**config.mk**
```make
export PLATFORM = sky130hd
export DESIGN_NAME = psks_ctrl
export DESIGN_NICKNAME = d
export VERILOG_FILES = /design/src/hw/rtl/packed_sorted_key_search_macros.svh /design/src/hw/rtl/psks_pkg.sv /design/src/hw/rtl/psks_ctrl.sv
export SDC_FILE = /design/constraint.sdc
export NUM_CORES = 1
export LEC_CHECK = 0
export BUFFER_PORTS_ARGS = -buffer_cell sky130_fd_sc_hd__buf_2
export CAP_MARGIN = 10
export CORE_AREA = 5 5 42 44
export CTS_CLUSTER_DIAMETER = 100
export DETAILED_ROUTE_END_ITERATION = 6
export DIE_AREA = 0 0 47 49
export PLACE_DENSITY = 0.48
export SYNTH_ARGS = -nofsm -noshare
export SYNTH_HDL_FRONTEND = slang
export SYNTH_SLANG_ARGS = --single-unit
```
**constraint.sdc**
```tcl
create_clock -name clk -period 1.19 [get_ports clk]
set_input_delay 0.0595 -clock clk [delete_from_list [all_inputs] [get_ports clk]]
set_output_delay 0.0595 -clock clk [all_outputs]
set_load 0.02 [all_outputs]
```
**src/hw/rtl/packed_sorted_key_search_macros.svh**
```systemverilog
// Assertion macros for the packed sorted key search block.
// Each macro expects clk and rst_n in scope at the place of use.
`ifndef PACKED_SORTED_KEY_SEARCH_MACROS_SVH
`define PACKED_SORTED_KEY_SEARCH_MACROS_SVH

// Same-cycle implication, checked out of reset.
`define PSKS_ASSERT_IMPLY(label, cond, prop, msg) \
    label: assert property (@(posedge clk) disable iff (!rst_n) (cond) |-> (prop)) \
        else $error(msg);

// Next-cycle implication, checked out of reset.
`define PSKS_ASSERT_NEXT(label, cond, prop, msg) \
    label: assert property (@(posedge clk) disable iff (!rst_n) (cond) |=> (prop)) \
        else $error(msg);

`endif

```
**src/hw/rtl/psks_pkg.sv**
```systemverilog
// Shared types and constants for the packed sorted key search block.
// No dependencies; every RTL file of the block imports this package.
package psks_pkg;

    // Input commands; code 3 is ignored
    typedef enum logic [1:0] {
        CMD_WRITE = 2'd0,
        CMD_EXACT = 2'd1,
        CMD_FLOOR = 2'd2
    } cmd_t;

    // Configuration register indexes
    localparam logic [0:0] CFG_ENTRY_WIDTH = 1'b0;
    localparam logic [0:0] CFG_ENTRY_COUNT = 1'b1;

    localparam int unsigned CFG_DATA_W = 11;
    localparam int unsigned KEY_W      = 32;
    localparam int unsigned POS_W      = 10;
    localparam logic [5:0]  WIDTH_MAX  = 6'd32;

    typedef struct packed {
        logic [1:0]       cmd;
        logic [9:0]       word_addr;
        logic [KEY_W-1:0] word_data;
        logic [KEY_W-1:0] search_key;
    } in_item_t;

    typedef struct packed {
        logic             found;
        logic [POS_W-1:0] position;
    } out_item_t;

    // Controller state
    typedef enum logic [2:0] {
        ST_IDLE,
        ST_PROBE,
        ST_DIV,
        ST_MOD,
        ST_READ,
        ST_CMP,
        ST_FINISH
    } state_t;

    // Controller to datapath commands
    typedef struct packed {
        logic start;
        logic wr;
        logic step_mid;
        logic step_div;
        logic step_mod;
        logic step_read;
        logic step_cmp;
        logic load_out;
    } psks_cmd_t;

    // Datapath to controller status
    typedef struct packed {
        logic more;
        logic hit;
    } psks_stat_t;

endpackage

```
**src/hw/rtl/psks_ctrl.sv**
```systemverilog
// Controller state machine for the packed sorted key search block.
// Depends on psks_pkg; drives the datapath through psks_cmd_t.
module psks_ctrl (
    input  logic                   clk,
    input  logic                   rst_n,
    input  logic                   in_valid,
    input  logic [1:0]             in_cmd,
    output logic                   in_stall,
    output logic                   out_valid,
    input  logic                   out_stall,
    input  psks_pkg::psks_stat_t   stat,
    output psks_pkg::psks_cmd_t    cmd
);
    import psks_pkg::*;

    state_t state_reg, state_next;
    logic   out_valid_reg, out_valid_next;

    // Hold state and output valid
    always_ff @(posedge clk or negedge rst_n)
    begin
        if (!rst_n)
        begin
            state_reg     <= ST_IDLE;
            out_valid_reg <= 1'b0;
        end
        else
        begin
            state_reg     <= state_next;
            out_valid_reg <= out_valid_next;
        end
    end

    // Sequence one probe: midpoint, quotient, word address, read, compare
    always_comb
    begin
        state_next     = state_reg;
        cmd            = '0;
        out_valid_next = out_valid_reg && out_stall;
        in_stall       = (state_reg != ST_IDLE);
        case (state_reg)
            ST_IDLE:
            begin
                if (in_valid)
                begin
                    if (in_cmd == CMD_WRITE)
                    begin
                        cmd.wr = 1'b1;
                    end
                    else if (in_cmd == CMD_EXACT || in_cmd == CMD_FLOOR)
                    begin
                        cmd.start  = 1'b1;
                        state_next = ST_PROBE;
                    end
                end
            end
            ST_PROBE:
            begin
                if (stat.more)
                begin
                    cmd.step_mid = 1'b1;
                    state_next   = ST_DIV;
                end
                else
                begin
                    state_next = ST_FINISH;
                end
            end
            ST_DIV:
            begin
                cmd.step_div = 1'b1;
                state_next   = ST_MOD;
            end
            ST_MOD:
            begin
                cmd.step_mod = 1'b1;
                state_next   = ST_READ;
            end
            ST_READ:
            begin
                cmd.step_read = 1'b1;
                state_next    = ST_CMP;
            end
            ST_CMP:
            begin
                cmd.step_cmp = 1'b1;
                state_next   = stat.hit ? ST_FINISH : ST_PROBE;
            end
            ST_FINISH:
            begin
                // Load the result once the output register is free
                if (!out_valid_reg || !out_stall)
                begin
                    cmd.load_out   = 1'b1;
                    out_valid_next = 1'b1;
                    state_next     = ST_IDLE;
                end
            end
            default:
            begin
                state_next = ST_IDLE;
            end
        endcase
    end

    assign out_valid = out_valid_reg;

endmodule

```
==> flow_summary_export.csv <==
group,metric,value,unit
layout,fin_util,46.25,%
cts,clock_latency,0.23,ns
hold_path,hold_class,"in -> reg",
route,dr_wl_met2,619,microns
synthesis,syn_inst,37,
sta,timing.clock.skew,0.0002738,ns
layout,drive_gt1_share,68.57,%
layout,area_growth,115.8,%
grt,grt_max_degree,8,
place,placed_cell_area,411.6,sq um
sta,setup_tns,-0.8124,ns
sta,fmax,750.8,MHz
route,routed.top_layer,"met3",
route,met3_length,56,microns
layout,largest_reg_flops,3,
flow_run,maxCapViolations,0,
synthesis,synth_seq_cells,4,
critical_path,worstPathRequired,1.13,ns
critical_path,worstSetupEndpointType,"primary output",
synthesis,yosysWarnings,0,
critical_path,start_kind,"flip-flop",
layout,final_nets,81,
sta,worst_slew_pin_slew,0.1792,ns
sta,finalSetupViolCount,10,
route,finalWirelength,1042,microns
sta,hold_viol,0,
floorplanning,design.die.area,0.002303,sq mm
synthesis,synth_nets,46,
route,routedLengthMet1,367,microns
layout,n_antenna_cell,0,
cts,path_clk_slew,0.04,ns
status,outcome,"finished with violations",
power_and_ir_drop,leakage,0.3307,nW
route,route.detailed.drc,0,
place,hpwl,621.6,microns
synthesis,synth_top_area_share,33.33,%
sta,relSlewSlack,87.93,%
layout,fin_area,648.1,sq um
critical_path,worst-setup-path-type,"reg -> out",
cts,numCtsBuffers,3,
layout,final_cell_mix,"11 x buf_4, 11 x buf_6, 9 x buf_2, 5 x nand2_1",
power_and_ir_drop,vdd_drop_max,895.9,uV
route,vias,386,
synthesis,synth.cell_area,300.3,sq um
floorplanning,die_w,47,microns
cts,cts_tree,"done",
floorplanning,die_height,49,microns
place,gp_congestion,0.6862,
floorplanning,coreArea,0.001401,sq mm
place,portBuffers,17,
grt,gr-usage-all-layers,8.699,%
grt,grt_pass1_wl,1449,microns
sta,rsz0062_at_grt,"yes",
synthesis,avgSynthCellArea,8.116,sq um
critical_path,critPathArrivalTime,1.27,ns
floorplanning,floorplan.initialDensity,21.43,%
sta,fin_crit,1.332,ns
route,wire_per_inst,12.12,microns
cts,cts.sink_count,4,
cts,root_buffer,"clkbuf_4",
route,ant_nets,0,
route,drtIter0Drc,4,
sta,timing.final.crit_share,111.9,%
power_and_ir_drop,powerDensity,2651,mW/mm^2
status,violations,"setup timing",
route,vias_per_cell,4.488,
grt,grt_pass1_vias,370,
synthesis,synth_area_leaders,"dfrtp_1 33%, nand2_1 8.8%, nor2_1 5.0%",
place,place_ws,0.03454,ns
floorplanning,io_pins,18,
synthesis,synthDistinctLibCells,21,
synthesis,ys_seq_area_share,33.33,%
grt,antenna_found_initial,0,
sta,slew_violations,0,
sta,setup_ws,-0.1419,ns
critical_path,critPathMaxFanout,3,
route,firstDrtPassIters,2,
floorplanning,rows,14,
cts,clk_path_buf_depth,2,
grt,gr-total-overflow,0,
cts,htreeDepth,1,
synthesis,synth_top_cell_by_area,"dfrtp_1",
[cell usage after synthesis]
| cell type | count |
|---|---|
| inv_1 | 3 |
| nor3_1 | 1 |
| ha_1 | 1 |
| o21ai_0 | 2 |
| nand3b_1 | 1 |
| a31o_1 | 1 |
| dfrtp_1 | 4 |
| nand2b_1 | 1 |
| and4_1 | 1 |
| and3_2 | 1 |
| a21oi_1 | 1 |
| o21a_1 | 1 |
| buf_2 | 1 |
| nor2_1 | 4 |
| nand2_1 | 7 |
| a221oi_1 | 1 |
| xor2_1 | 1 |
| or3_4 | 1 |
| buf_6 | 1 |
| nand2b_2 | 1 |
| nor3b_1 | 2 |
[through the flow]
stage | hold WS, ns | total power, W | cells
after floorplan | -0.2361 | 0.0007592 | 37
after global placement | -0.1333 | 0.0009556 | 71
after detailed placement | -0.1345 | 0.0009621 | 71
after CTS | 0.1203 | 0.001428 | 83
after global routing | 0.1571 | 0.001823 | 86
final | 0.1524 | 0.001718 | 86
[metal layers]
layer	up-vias	GRT usage, %
met4	0	7.834
met3	0	1.845
met2	10	13.80
met5	-	0
li1	193	-
met1	183	8.909
[final timing paths]
path | start | to | slack (ns) | cells after the start
worst max-delay path | state_reg[1] | cmd[7] | -0.14 | 3
worst min-delay path | out_stall | out_valid | 0.15 | 3
worst max register to register | state_reg[1] | state_reg[2] | -0.07 | 5
worst min register to register | out_valid | out_valid | 0.62 | 2
max in group asynchronous | rst_n | state_reg[1] | 0.90 | 2
min in group asynchronous | rst_n | state_reg[2] | 0.16 | 2
[power breakdown]
group | internal (W) | switching (W)
logic | 0.000696 | 0.000593
clock network | 0.000113 | 0.0000513
registers | 0.000204 | 0.0000614
total | 0.00101 | 0.000705
[final cells by class]
type,count,area [sq um]
clock buffer,3,22.52
fill,148,753.2
inverter,3,11.26
multi-input combinational,28,231.5
sequential,4,101.3
tap,16,20.02
timing repair buffer,32,261.5
[logic make-up after synthesis]
family	Yosys count	synth area share [%]
and+or+nand+nor	20	37.08
adders and majority gates	1	4.166
buffers and inverters	5	9.165
DFF	4	33.33
xor gates and xnor gates	1	2.917
AOI/OAI and AO/OA	6	13.33
[critical path: stages (launching register included)]
cell and delay (ns):
dfrtp_2 0.41, or3_4 0.38, nor2_2 0.11, buf_6 0.13
[what timing repair did]
| action | 4_1_cts | 5_1_grt |
|---|---|---|
| endpoints found under the hold margin | 4 | 0 |
| resized for setup | 15 | 21 |
| endpoints found under the setup margin | 9 | 12 |
| pin swaps | 4 | 6 |
| hold buffers | 1 | 0 |
| setup buffers | 8 | 3 |
(Power assumes the default switching activity.)
